===== src/design/dbel_pkg.sv =====
// Shared types and constants for the debounced edge event logger.
// Used by the debounce front end, the top level and the testbench; no dependencies.
package dbel_pkg;

	// Configuration register indexes.
	localparam logic [0:0] REG_DEBOUNCE   = 1'b0;
	localparam logic [0:0] REG_TIME_FLOOR = 1'b1;

	// Reset values of the configuration registers.
	localparam logic [15:0] DEBOUNCE_RESET = 16'd40;
	localparam logic [33:0] FLOOR_RESET    = 34'd1700000000;

	// Input selector codes.
	localparam logic FUNC_SAMPLE = 1'b0;
	localparam logic FUNC_DUMP   = 1'b1;

	// Result kinds.
	localparam logic [1:0] KIND_EVENT  = 2'd0;
	localparam logic [1:0] KIND_HEADER = 2'd1;
	localparam logic [1:0] KIND_ROW    = 2'd2;

	// Readout sequencer states.
	typedef enum logic [3:0] {
		ST_IDLE   = 4'b0001,
		ST_EVENT  = 4'b0010,
		ST_HEADER = 4'b0100,
		ST_ROWS   = 4'b1000
	} dbel_state_t;

	// Decision of the debounce front end for one sample.
	typedef struct packed {
		logic commit;
		logic old_level;
		logic new_level;
	} dbel_commit_t;

	// Flags stored with every history entry.
	typedef struct packed {
		logic pulse;
		logic relay;
		logic valid;
		logic new_level;
		logic old_level;
	} dbel_flags_t;

	// One history entry as held in the ring RAM.
	typedef struct packed {
		dbel_flags_t  flags;
		logic [33:0]  seconds;
		logic [31:0]  uptime;
		logic [31:0]  id;
	} hist_entry_t;

	// Result payload as laid out on the output data bus, lowest field last.
	typedef struct packed {
		logic [3:0]  pad;
		logic [4:0]  stored_count;
		logic [31:0] total_events;
		logic        pulse_at_event;
		logic        relay_at_event;
		logic        stamp_valid;
		logic [33:0] stamp_seconds;
		logic [31:0] stamp_ms;
		logic        new_level;
		logic        old_level;
		logic [31:0] seq_id;
	} dbel_out_t;

	// Builds the payload of a live event or a history row from an entry.
	function automatic dbel_out_t row_from_entry(hist_entry_t e);
		dbel_out_t r;
		r                = '0;
		r.seq_id         = e.id;
		r.old_level      = e.flags.old_level;
		r.new_level      = e.flags.new_level;
		r.stamp_ms       = e.uptime;
		r.stamp_seconds  = e.seconds;
		r.stamp_valid    = e.flags.valid;
		r.relay_at_event = e.flags.relay;
		r.pulse_at_event = e.flags.pulse;
		return r;
	endfunction

endpackage


===== src/design/dbel_ram.sv =====
// Generic single-write, single-read synchronous RAM with registered read data.
// No dependencies; contents are undefined until written.
module dbel_ram #(
	parameter int WIDTH = 8,
	parameter int DEPTH = 16
) (
	input  logic                                    clk,
	input  logic                                    we,
	input  logic [(DEPTH > 1 ? $clog2(DEPTH) : 1)-1:0] waddr,
	input  logic [WIDTH-1:0]                        wdata,
	input  logic                                    re,
	input  logic [(DEPTH > 1 ? $clog2(DEPTH) : 1)-1:0] raddr,
	output logic [WIDTH-1:0]                        rdata
);

	logic [WIDTH-1:0] mem_q [DEPTH];
	logic [WIDTH-1:0] rdata_q;

	// Write port and registered read port.
	always_ff @(posedge clk) begin
		if (we) begin
			mem_q[waddr] <= wdata;
		end
		if (re) begin
			rdata_q <= mem_q[raddr];
		end
	end

	assign rdata = rdata_q;

endmodule


===== src/design/dbel_debounce.sv =====
// Debounce front end: tracks the raw and stable levels and the settle timer.
// Depends on dbel_pkg for the commit decision struct.
module dbel_debounce (
	input  logic                  clk,
	input  logic                  arst_n,
	input  logic                  sample_en,
	input  logic [31:0]           now_ms,
	input  logic                  raw_level,
	input  logic [15:0]           debounce_ms,
	output dbel_pkg::dbel_commit_t decision
);

	import dbel_pkg::*;

	logic        stable_q;
	logic        seen_q;
	logic [31:0] last_change_q;
	logic        raw_changed;
	logic [31:0] change_ms;
	logic [31:0] elapsed;

	// A raw change restarts the timer at this sample's uptime.
	assign raw_changed = (raw_level != seen_q);
	assign change_ms   = raw_changed ? now_ms : last_change_q;
	assign elapsed     = now_ms - change_ms;

	// The new level is committed once it differs from the stable one and has held.
	always_comb begin
		decision.commit    = (raw_level != stable_q) && (elapsed >= {16'd0, debounce_ms});
		decision.old_level = stable_q;
		decision.new_level = raw_level;
	end

	always_ff @(posedge clk or negedge arst_n) begin
		if (!arst_n) begin
			stable_q      <= 1'b1;
			seen_q        <= 1'b1;
			last_change_q <= '0;
		end else if (sample_en) begin
			seen_q        <= raw_level;
			last_change_q <= change_ms;
			if (decision.commit) begin
				stable_q <= raw_level;
			end
		end
	end

	// A commit always moves the stable level to the sampled raw level.
	a_commit_moves_level: assert property (@(posedge clk) disable iff (!arst_n)
		sample_en && decision.commit |=> stable_q != $past(stable_q) && stable_q == seen_q)
		else $error("commit did not move the stable level");

	// Without a sample the debounce state holds.
	a_idle_holds: assert property (@(posedge clk) disable iff (!arst_n)
		!sample_en |=> $stable(stable_q) && $stable(seen_q) && $stable(last_change_q))
		else $error("debounce state changed without a sample");

	// The stable level never changes to something other than the seen raw level.
	a_stable_follows_seen: assert property (@(posedge clk) disable iff (!arst_n)
		$past(arst_n) && stable_q != $past(stable_q) |-> stable_q == seen_q)
		else $error("stable level diverged from the seen raw level");

endmodule


===== src/design/debounced_edge_event_logger_unit.sv =====
// Debounced edge event logger: top level with the ring history and readout.
// Depends on dbel_pkg, dbel_debounce and dbel_ram.
//
// A line sample that commits no edge leaves the block idle, so it is ready for
// the next item in the following cycle. A committed edge is written to the ring
// RAM in the cycle the sample is accepted; the block then delivers the live
// event, a header and one history row per cycle while the output is not stalled,
// oldest first, for N entries held (at most HISTORY_DEPTH), and takes no new item
// until the readout is done. A dump request delivers the header and the same rows.
// The row rate is set by the single read port of the history RAM, read one row
// ahead of the output register. The output register lets a new item be accepted
// while the last result of the previous item is still waiting to be taken.
module debounced_edge_event_logger_unit #(
	parameter int HISTORY_DEPTH = 16
) (
	input  logic         clk,
	input  logic         arst_n,
	// Input items.
	input  logic         s_tvalid,
	output logic         s_tready,
	// now_ms[31:0], raw_level[32], time_synced[33], wall_seconds[67:34],
	// relay_state[68], pulse_active[69], zero padding [71:70]
	input  logic [71:0]  s_tdata,
	// func[0]
	input  logic [0:0]   s_tuser,
	// Result items.
	output logic         m_tvalid,
	input  logic         m_tready,
	// seq_id[31:0], old_level[32], new_level[33], stamp_ms[65:34],
	// stamp_seconds[99:66], stamp_valid[100], relay_at_event[101],
	// pulse_at_event[102], total_events[134:103], stored_count[139:135],
	// zero padding [143:140]
	output logic [143:0] m_tdata,
	// kind[1:0]
	output logic [1:0]   m_tuser,
	output logic         m_tlast,
	// Configuration writes.
	input  logic         cfg_wr_en,
	input  logic [0:0]   cfg_index,
	input  logic [33:0]  cfg_data
);

	import dbel_pkg::*;

	localparam int AW = (HISTORY_DEPTH > 1) ? $clog2(HISTORY_DEPTH) : 1;
	localparam int CW = $clog2(HISTORY_DEPTH + 1);
	localparam logic [AW-1:0] LAST_SLOT = AW'(HISTORY_DEPTH - 1);
	localparam logic [CW-1:0] FULL_COUNT = CW'(HISTORY_DEPTH);

	// Input field views.
	logic [31:0] in_now_ms;
	logic        in_raw_level;
	logic        in_time_synced;
	logic [33:0] in_wall_seconds;
	logic        in_relay_state;
	logic        in_pulse_active;
	logic        in_func;

	assign in_now_ms       = s_tdata[31:0];
	assign in_raw_level    = s_tdata[32];
	assign in_time_synced  = s_tdata[33];
	assign in_wall_seconds = s_tdata[67:34];
	assign in_relay_state  = s_tdata[68];
	assign in_pulse_active = s_tdata[69];
	assign in_func         = s_tuser[0];

	// Configuration registers.
	logic [15:0] debounce_q;
	logic [33:0] floor_q;

	always_ff @(posedge clk or negedge arst_n) begin
		if (!arst_n) begin
			debounce_q <= DEBOUNCE_RESET;
			floor_q    <= FLOOR_RESET;
		end else if (cfg_wr_en) begin
			case (cfg_index)
				REG_DEBOUNCE:   debounce_q <= cfg_data[15:0];
				REG_TIME_FLOOR: floor_q    <= cfg_data;
				default: ;
			endcase
		end
	end

	// Control and ring state.
	dbel_state_t   state_q;
	logic [AW-1:0] write_slot_q;
	logic [CW-1:0] held_q;
	logic [31:0]   next_id_q;
	logic [AW-1:0] rd_addr_q;
	logic [CW-1:0] row_q;
	hist_entry_t   event_q;

	// Output register.
	logic        m_tvalid_q;
	dbel_out_t   m_tdata_q;
	logic [1:0]  m_tuser_q;
	logic        m_tlast_q;

	logic          in_accept;
	logic          sample_en;
	logic          out_load;
	dbel_commit_t  decision;
	logic          commit;
	hist_entry_t   new_entry;
	logic [AW-1:0] first_slot;
	logic [AW-1:0] next_rd_addr;
	logic [AW-1:0] rd_addr;
	logic          rd_en;
	logic          row_last;
	logic [CW+4:0] held_wide;
	dbel_out_t     header_item;
	hist_entry_t   rd_entry;
	logic [$bits(hist_entry_t)-1:0] rd_word;

	assign s_tready  = (state_q == ST_IDLE);
	assign in_accept = s_tvalid && s_tready;
	assign sample_en = in_accept && (in_func == FUNC_SAMPLE);
	assign out_load  = !m_tvalid_q || m_tready;

	dbel_debounce u_debounce (
		.clk         (clk),
		.arst_n      (arst_n),
		.sample_en   (sample_en),
		.now_ms      (in_now_ms),
		.raw_level   (in_raw_level),
		.debounce_ms (debounce_q),
		.decision    (decision)
	);

	assign commit = sample_en && decision.commit;

	// Entry recorded for a committed edge.
	always_comb begin
		new_entry.id              = next_id_q;
		new_entry.uptime          = in_now_ms;
		new_entry.seconds         = in_wall_seconds;
		new_entry.flags.old_level = decision.old_level;
		new_entry.flags.new_level = decision.new_level;
		new_entry.flags.valid     = in_time_synced && (in_wall_seconds >= floor_q);
		new_entry.flags.relay     = in_relay_state;
		new_entry.flags.pulse     = in_pulse_active;
	end

	// Readout addressing: oldest entry first, wrapping round the ring.
	assign first_slot   = (held_q == FULL_COUNT) ? write_slot_q : '0;
	assign next_rd_addr = (rd_addr_q == LAST_SLOT) ? '0 : rd_addr_q + 1'b1;
	assign row_last     = (CW'(row_q + 1'b1) == held_q);
	assign rd_addr      = (state_q == ST_HEADER) ? first_slot : next_rd_addr;
	assign rd_en        = out_load &&
		(((state_q == ST_HEADER) && (held_q != '0)) || ((state_q == ST_ROWS) && !row_last));

	dbel_ram #(
		.WIDTH ($bits(hist_entry_t)),
		.DEPTH (HISTORY_DEPTH)
	) u_ram (
		.clk   (clk),
		.we    (commit),
		.waddr (write_slot_q),
		.wdata (new_entry),
		.re    (rd_en),
		.raddr (rd_addr),
		.rdata (rd_word)
	);

	assign rd_entry = hist_entry_t'(rd_word);

	// Header payload.
	assign held_wide = {5'd0, held_q};
	always_comb begin
		header_item              = '0;
		header_item.total_events = next_id_q - 32'd1;
		header_item.stored_count = held_wide[4:0];
	end

	// Ring bookkeeping and the readout sequencer.
	always_ff @(posedge clk or negedge arst_n) begin
		if (!arst_n) begin
			state_q      <= ST_IDLE;
			write_slot_q <= '0;
			held_q       <= '0;
			next_id_q    <= 32'd1;
			rd_addr_q    <= '0;
			row_q        <= '0;
		end else begin
			case (state_q)
				ST_IDLE: begin
					if (in_accept) begin
						if (in_func == FUNC_DUMP) begin
							state_q <= ST_HEADER;
						end else if (decision.commit) begin
							state_q      <= ST_EVENT;
							next_id_q    <= next_id_q + 32'd1;
							write_slot_q <= (write_slot_q == LAST_SLOT) ? '0
								: write_slot_q + 1'b1;
							if (held_q != FULL_COUNT) begin
								held_q <= held_q + 1'b1;
							end
						end
					end
				end
				ST_EVENT: begin
					if (out_load) begin
						state_q <= ST_HEADER;
					end
				end
				ST_HEADER: begin
					if (out_load) begin
						rd_addr_q <= first_slot;
						row_q     <= '0;
						state_q   <= (held_q == '0) ? ST_IDLE : ST_ROWS;
					end
				end
				ST_ROWS: begin
					if (out_load) begin
						if (row_last) begin
							state_q <= ST_IDLE;
						end else begin
							rd_addr_q <= next_rd_addr;
							row_q     <= row_q + 1'b1;
						end
					end
				end
				default: state_q <= ST_IDLE;
			endcase
		end
	end

	// Live event payload, captured with the commit.
	always_ff @(posedge clk) begin
		if (commit) begin
			event_q <= new_entry;
		end
	end

	// Output register valid.
	always_ff @(posedge clk or negedge arst_n) begin
		if (!arst_n) begin
			m_tvalid_q <= 1'b0;
		end else if (out_load) begin
			m_tvalid_q <= (state_q == ST_EVENT) || (state_q == ST_HEADER)
				|| (state_q == ST_ROWS);
		end
	end

	// Output register payload.
	always_ff @(posedge clk) begin
		if (out_load) begin
			case (state_q)
				ST_EVENT: begin
					m_tdata_q <= row_from_entry(event_q);
					m_tuser_q <= KIND_EVENT;
					m_tlast_q <= 1'b0;
				end
				ST_HEADER: begin
					m_tdata_q <= header_item;
					m_tuser_q <= KIND_HEADER;
					m_tlast_q <= (held_q == '0);
				end
				ST_ROWS: begin
					m_tdata_q <= row_from_entry(rd_entry);
					m_tuser_q <= KIND_ROW;
					m_tlast_q <= row_last;
				end
				default: ;
			endcase
		end
	end

	assign m_tvalid = m_tvalid_q;
	assign m_tdata  = m_tdata_q;
	assign m_tuser  = m_tuser_q;
	assign m_tlast  = m_tlast_q;

	// The fill count never exceeds the ring depth.
	a_held_bounded: assert property (@(posedge clk) disable iff (!arst_n)
		held_q <= FULL_COUNT)
		else $error("history fill count beyond ring depth");

	// A committed edge is always followed by its live event.
	a_commit_to_event: assert property (@(posedge clk) disable iff (!arst_n)
		commit |=> state_q == ST_EVENT)
		else $error("committed edge did not enter the event state");

	// Rows are only read out when the history holds something.
	a_rows_nonempty: assert property (@(posedge clk) disable iff (!arst_n)
		state_q == ST_ROWS |-> held_q != '0 && row_q < held_q)
		else $error("row readout outside the held entries");

	// The ring is never written while a readout is in progress.
	a_no_write_in_readout: assert property (@(posedge clk) disable iff (!arst_n)
		commit |-> state_q == ST_IDLE)
		else $error("history written during readout");

endmodule


===== config.mk =====
export PLATFORM = sky130hd
export DESIGN_NAME = debounced_edge_event_logger_unit
export DESIGN_NICKNAME = d
export VERILOG_FILES = /design/src/design/dbel_pkg.sv /design/src/design/dbel_ram.sv /design/src/design/dbel_debounce.sv /design/src/design/debounced_edge_event_logger_unit.sv
export SDC_FILE = /design/constraint.sdc
export NUM_CORES = 2
export LEC_CHECK = 0
export BUFFER_PORTS_ARGS = -buffer_cell sky130_fd_sc_hd__buf_4
export CORE_UTILIZATION = 62
export DETAILED_ROUTE_END_ITERATION = 10
export PLACE_DENSITY = 0.79
export SETUP_SLACK_MARGIN = 0.1
export SLEW_MARGIN = 25
export SYNTH_ARGS = -nofsm -noshare
export SYNTH_HDL_FRONTEND = slang
export SYNTH_SLANG_ARGS = --single-unit

===== constraint.sdc =====
create_clock -name clk -period 10.6 [get_ports clk]
set_clock_uncertainty 0.05 [all_clocks]
set_input_delay 2.12 -clock clk [delete_from_list [all_inputs] [get_ports clk]]
set_output_delay 2.12 -clock clk [all_outputs]
set_load 0.05 [all_outputs]

# ---- After elaboration in Yosys (flattened, before gate mapping)
# Memories as Yosys holds them, arrays and structs flattened. A register that Yosys moved wholly into a read port is not among the register bits.
# Cells that the tools add are included.
dict set report op_classes {
  addsub 7
  order_cmp 2
  eq_ne 18
  muxes 27
  bitwise 2
  n_reduce_logical 26
}
# operator n
set op_table {}
lappend op_table {{one-hot mux 144 bit (3 select lines)} 1}
lappend op_table {{2-to-1 mux 4 bit} 15}
lappend op_table {{greater-or-equal comparator 34 bit} 1}
lappend op_table {{adder 32 x 1 -> 32 bit (second input constant)} 1}
lappend op_table {{greater-or-equal comparator 32 x 16 -> 1 bit} 1}
lappend op_table {{2-to-1 mux 32 bit} 1}
lappend op_table {{subtractor 32 x 1 -> 32 bit (second input constant)} 1}
lappend op_table {{subtractor 32 bit} 1}
lappend op_table {{one-hot mux 4 bit (4 select lines)} 1}
lappend op_table {{2-to-1 mux 5 bit} 3}
lappend op_table {{equality test 4 bit (second input constant)} 3}
lappend op_table {{adder 5 x 1 -> 5 bit (second input constant)} 2}
lappend op_table {{!= test 2 bit (second input constant)} 5}
lappend op_table {{one-hot mux 5 bit (2 select lines)} 1}
lappend op_table {{adder 4 x 1 -> 4 bit (second input constant)} 2}
lappend op_table {{logical AND 1 bit} 8}
lappend op_table {{one-hot mux 4 bit (2 select lines)} 1}
lappend op_table {{AND reduction 2 bit} 4}
lappend op_table {{AND reduction 4 bit} 2}
lappend op_table {{one-hot mux 2 bit (3 select lines)} 1}
lappend op_table {{AND reduction 6 bit} 1}
lappend op_table {{equality test 5 bit} 1}
lappend op_table {{equality test 5 bit (second input constant)} 1}
lappend op_table {{logical NOT 5 bit} 1}
lappend op_table {{16 further kinds} 23}
dict set report word_totals {
  ff_bits 389
  ram_bits 1648
  input_bits 113
  memories 1
}
# memory words word_bits rd rd_clocked_by_memory_dff wr line
set memory_table {}
lappend memory_table {u_ram.mem_q 16 103 1 1 1 dbel_ram.sv:16} ;# logic [WIDTH-1:0] mem_q [DEPTH];

# ---- Depth between registers and ports, before layout
dict set report depth {
  word_depth 9
  ltp_mapped 29
  mapped_depth_nobuf 24
}

# ---- Cells and area by module
# A second synthesis with hierarchy kept.
dict set report unflattened {
  cells_unflattened 4250
  hier_area_um2 84009.3
}
# mod instances cells_per_inst area_per_inst_um2
set by_module_without_submodules {}
lappend by_module_without_submodules {dbel_ram 1 2636 64714.6}
lappend by_module_without_submodules {debounced_edge_event_logger_unit 1 1030 14866.8}
lappend by_module_without_submodules {dbel_debounce 1 584 4428.0}

# ---- Worst setup path before layout
# OpenSTA, ideal clock, no wires.
dict set report synth_timing {
  path_kind {in2reg}
  from {input s_tdata[32]}
  to {memory u_ram.mem_q[1][0] in the netlist's numbering (enable)}
  setup_time_ns 0.474
  t_arrival_ns 10.262
  required_time_ns 10.076
  slack_ns -0.186
  path_stages 25
  path_buffers 6
  cell_sequence {buf_2 -> xor2_1 -> buf_2 -> buf_2 -> buf_1 -> mux2i_1 -> ha_1 -> clkbuf_1 -> o2111ai_1 -> or3b_1 -> o311ai_1 -> or2_2 -> xnor2_1 -> ha_1 -> nand2_1 -> o21ai_0 -> nor4_1 -> o2111a_1 -> nand4_1 -> a2111oi_1 -> nand4_1 -> nor4_2 -> nor2_1 -> buf_2 -> and3_1}
}
dict set report synth_between {
  elab_chain_len 8
}
# element line
set synth_lines {}
lappend synth_lines {{start: declaration} debounced_edge_event_logger_unit.sv:23} ;# input logic [71:0] s_tdata,
lappend synth_lines {{!= test 1 bit} dbel_debounce.sv:23} ;# assign raw_changed = (raw_level != seen_q);
lappend synth_lines {{2-to-1 mux 32 bit} dbel_debounce.sv:24} ;# assign change_ms = raw_changed ? now_ms : last_change_q;
lappend synth_lines {{subtractor 32 bit} dbel_debounce.sv:25} ;# assign elapsed = now_ms - change_ms;
lappend synth_lines {{greater-or-equal comparator 32 x 16 -> 1 bit} dbel_debounce.sv:29} ;# decision.commit = (raw_level != stable_q) && (elapsed >= {16'd0, debounce_ms});
lappend synth_lines {{logical AND 1 bit (*)} dbel_debounce.sv:29}
lappend synth_lines {{logical AND 1 bit (*)} debounced_edge_event_logger_unit.sv:130} ;# assign commit = sample_en && decision.commit;
lappend synth_lines {{via commit} debounced_edge_event_logger_unit.sv:103} ;# logic commit;
lappend synth_lines {{2-to-1 mux 1 bit (*)} dbel_ram.sv:21} ;# if (we) begin
lappend synth_lines {{2-to-1 mux 1 bit (implied by the code) (*)} dbel_ram.sv:22} ;# mem_q[waddr] <= wdata;
lappend synth_lines {{end: declaration} dbel_ram.sv:16}
# Mark *: on every way through the listed nets, which the timed path passes. The rest lies on a longest branch.

# ---- Worst setup path after layout
dict set report layout_timing {
  from {input s_tdata[32]}
  to {memory u_ram.mem_q[6][18] in the netlist's numbering (enable)}
}
dict set report layout_between {
  elab_chain_len 8
}
# element line
set layout_lines {}
lappend layout_lines {{!= test 1 bit} dbel_debounce.sv:23}
lappend layout_lines {{2-to-1 mux 32 bit} dbel_debounce.sv:24}
lappend layout_lines {{via u_debounce.change_ms[0]} dbel_debounce.sv:19} ;# logic [31:0] change_ms;
lappend layout_lines {{subtractor 32 bit} dbel_debounce.sv:25}
lappend layout_lines {{greater-or-equal comparator 32 x 16 -> 1 bit} dbel_debounce.sv:29}
lappend layout_lines {{logical AND 1 bit} dbel_debounce.sv:29}
lappend layout_lines {{logical AND 1 bit} debounced_edge_event_logger_unit.sv:130}
lappend layout_lines {{2-to-1 mux 1 bit} dbel_ram.sv:21}
lappend layout_lines {{2-to-1 mux 1 bit (implied by the code)} dbel_ram.sv:22}
# The timed path passes the listed nets, and every way through them passes these cells.

==> impl_summary.txt <==
----------------------------------------------------
[Worst setup path]
  Max stage delay cell, worst path ... and3_4
  Critical path required time ... about 11 ns
  Type of the worst setup path ... input pin to flip-flop
  Count of cell instances traversed by the critical path ... 27
  Count of cells along the worst register-to-register path ... 26
  Peak per-stage delay on the critical path ... 0.58 ns
  Crit path arrival time ... 9.02 ns
  Endpoint of the worst setup timing path ... u_ram.mem_q[6][18]$_DFFE_PP_
  Cell family with most CP delay ... simple AND/OR/NAND/NOR gates
  Crit path max fanout ... 53
  Critical Path Source Type ... input pin
  Worst Path Buf+Inv ... 5
  Launch point of the critical path ... s_tdata[32]
  Slack of the worst reg-to-reg path ... just over 3 ns
  Endpoint type of the worst setup path ... flip-flop
  Most Frequent Cell on Critical Path ... buf_4
  Reg2Reg Capture Point ... u_ram.mem_q[6][18]$_DFFE_PP_
  Reg-to-reg startpoint ... u_debounce.seen_q$_DFFE_PN1P_

[Synth]
  Post-synth EDFFs ... approximately 2000
  Synthesized-area fraction occupied by ao, oa, aoi and oai cells ... under 10%
  Mapped Cells ... ~6500
  XOR/XNOR Fraction of Synth Area ... under 10%
  Synth warnings ... 0
  Fraction of synthesized area in multiplexers ... less than 1%
  Adder and majority gate portion of the synthesized area ... around 1.3%
  Sequential area share after synthesis ... around 73%
  Area share of and/or/nand/nor cells after synthesis ... a little over an eighth
  Per-instance average area after synthesis ... roughly 13 µm²
  Synth area leaders ... edfxtp_1, nand2_1, dfrtp_1, a311oi_1, nand3_1
  Cell area after synthesis ... between 0.08 and 0.09 mm²
  Cell type with the largest total area after synthesis ... edfxtp_1
  Proportion of register bits with asynchronous set or reset after synthesis ... between 6 and 7%
  Main combinational cell family by area after synthesis ... simple AND/OR/NAND/NOR gates
  Synth Flop Type ... edfxtp_1
  FF+latch count, synth ... 2136
  Yosys top cell area share ... a little over two thirds
  Distinct cells, synth ... 70

[Floorplanning]
  Number of placed I/O pins ... 262
  Cell Rows ... 136
  Starting utilization of the core area ... a little over three fifths
  Die area ... ~0.14 mm²
  Core Area ... 0.138 mm²
  Chip Height ... 375 µm
  Overall die width ... 375 µm

[Job]
  Max-cap check violation count ... 0

[Clock tree]
  Clock latency reported for the late side of the worst-skew pair ... about 0.85 ns
  TritonCTS clock tree ... done
  TritonCTS buffer count ... 200
  Post-cts repair resize count ... 0
  Cell chosen for the clock root ... clkbuf_16
  Maximum root-to-sink buffer count ... 3
  Post-CTS clock slew at the launch and capture registers of the worst setup and hold paths ... about 0.060 ns
  Hold buffers post-CTS ... 0
  Setup fix buffers added after clock tree synthesis ... 0
  Level count of the clock H-tree ... 4
  Clock Sinks ... roughly 2100

[Route]
  Routed Wire Length ... roughly 220000 µm
  Per-cell routed wire length ... between 20 and 30 µm
  Mean number of vias per cell ... between 6 and 7
  Remaining design rule violation count ... 0
  Remaining antenna violation count ... 0
  First-iteration detailed-routing DRC count ... between 7000 and 8000
  Vias after detailed routing ... between 50000 and 60000
  Number of detailed-route iterations in the first pass ... 6

[Cells and area]
  Highest-count cells in the layout ignoring fill and taps ... edfxtp_1, nand2_1, nand3_1, buf_4, a311oi_1
  Final-stage net count ... 6861
  Total of fill cells in the finished design ... between 8000 and 9000
  Most frequent standard cell in the layout excluding fill and tap cells ... edfxtp_1
  Fraction of final layout cells with drive strength greater than 1 ... ~11%
  Post-synthesis to final-layout area growth ... 12.0%

[STA]
  Max-Slew Margin vs Limit ... a little under a quarter
  Transition time of the tightest slew-check pin ... around 1.2 ns
  Count of final hold-check violations ... 0
  Highest attainable clock frequency ... 117 MHz
  Max-slew violation count ... 0
  Number of failing setup endpoints in the final timing report ... 0
  Final worst-path cycle share ... 80.8%
  Min cycle time layout ... ~8.6 ns
  Worst Slack Setup Final ... 2.04 ns
  RSZ-0062 raised after global routing ... false
  Total Neg Setup Slack ... 0 ns

[Hold path]
  Kind of path behind the tightest hold check ... flip-flop to flip-flop

[Power]
  Leak ... 0.0351 µW
  Peak supply drop ... 306 µV
  Power Dens Cells ... 246 mW/mm²
  Post-layout power ... 23800 µW

[Place]
  IO Port Bufs ... about 260
  Worst slack, placed ... between 1 and 1.5 ns
  Gpl congestion ... 0.856
  Post-detailed-placement half-perimeter wirelength ... between 100000 and 150000 µm

[Global route]
  Initial antenna violation count ... 3
  First-pass GRT wire length ... around 330000 µm
  Global routing usage summed across all routing layers ... a little under a third
  Number of global-route vias before repair ... between 50000 and 60000
  Maximum number of pins on one net before global-route repair ... 223
  Gr ovfl total ... 0

[Status]
  Status ... completed

----------------------------------------------------
layout make-up:
class	instances	area, µm²	share of cell area (%)
flip-flops and latches	2136	63500	65.6
multi-input cells	3891	21200	21.9
clock buffers	273	5440	5.62
repair buffers	351	3040	3.14
well taps	1863	2330	2.41
clock inverters	98	952	0.984
inverters	87	329	0.340
diodes	1	2.50	0.00258
registers in the layout, summed over array words and instances, names as in the netlist, 5 cells and up:
signal	flops
u_ram.rdata	103
event_q	103
next_id_q	32
u_debounce.last_change_q	32
debounce_q	16
floor_q	34
m_tdata	140
held_q	5
row_q	5
u_ram.mem_q	1648
cells in the mapped netlist (all sizes together) (81+ instances only):
cell type  count
edfxtp      1997
nand2       1775
nand3        451
clkbuf       391
a311oi       312
and3         227
a21oi        180
dfrtp        120
a31oi        114
a22o         104
nor2         101
o21ai         99
inv           87
ha            81
per-layer routing:
layer,global-route usage [%],up-vias,part of all wire (%)
li1,-,24500,-
met1,42.2,27600,38
met2,49.7,3589,48
met3,5.97,489,11
met4,11.7,0,3.6
met5,0,-,0
tightest hold or removal path, cell delays in order, from the launching register on:
cell and delay, ns:
dfrtp_1 0.34, nand2_1 0.04, o21ai_0 0.06
kinds of logic after synthesis:
kind of cell / count (synthesis)
multiplexers: 70
AO/OA/AOI/OAI: 900
AND/OR/NAND/NOR: 2730
buffers and inverters: 518
XOR/XNOR: 98
flip-flops: 2136
adder cells (fa/ha/maj): 89
other: 1
power by group:
group / switching, µW / internal, µW
sequential: 286 / 9990
combinational: 4560 / 1910
clock: 3070 / 3950
through the flow:
step	hold WS [ns]	utilization [%]	area [µm²]	instances
after floorplan	0.399	-	86500	6545
after global placement	0.413	65.4	90200	8321
after detailed placement	0.420	65.5	90400	8327
after CTS	0.438	70.1	96800	8698
after global routing	0.452	70.2	96800	8700
final	0.435	70.2	96800	8700
worst min-delay path by stage:
stage                                             start                                       end  slack (ns)  cells after the start
2_1_floorplan  u_debounce.last_change_q[13]$_DFFE_PN0P_  u_debounce.last_change_q[13]$_DFFE_PN0P_        0.40                      2
3_3_place_gp   u_debounce.last_change_q[14]$_DFFE_PN0P_  u_debounce.last_change_q[14]$_DFFE_PN0P_        0.41                      2
3_5_place_dp   u_debounce.last_change_q[13]$_DFFE_PN0P_  u_debounce.last_change_q[13]$_DFFE_PN0P_        0.42                      2
4_1_cts        u_debounce.last_change_q[14]$_DFFE_PN0P_  u_debounce.last_change_q[14]$_DFFE_PN0P_        0.44                      2
5_1_grt        u_debounce.last_change_q[25]$_DFFE_PN0P_  u_debounce.last_change_q[25]$_DFFE_PN0P_        0.45                      2
6_report       u_debounce.last_change_q[26]$_DFFE_PN0P_  u_debounce.last_change_q[26]$_DFFE_PN0P_        0.44                      2
Note: power is estimated with default switching activity, not from simulation.
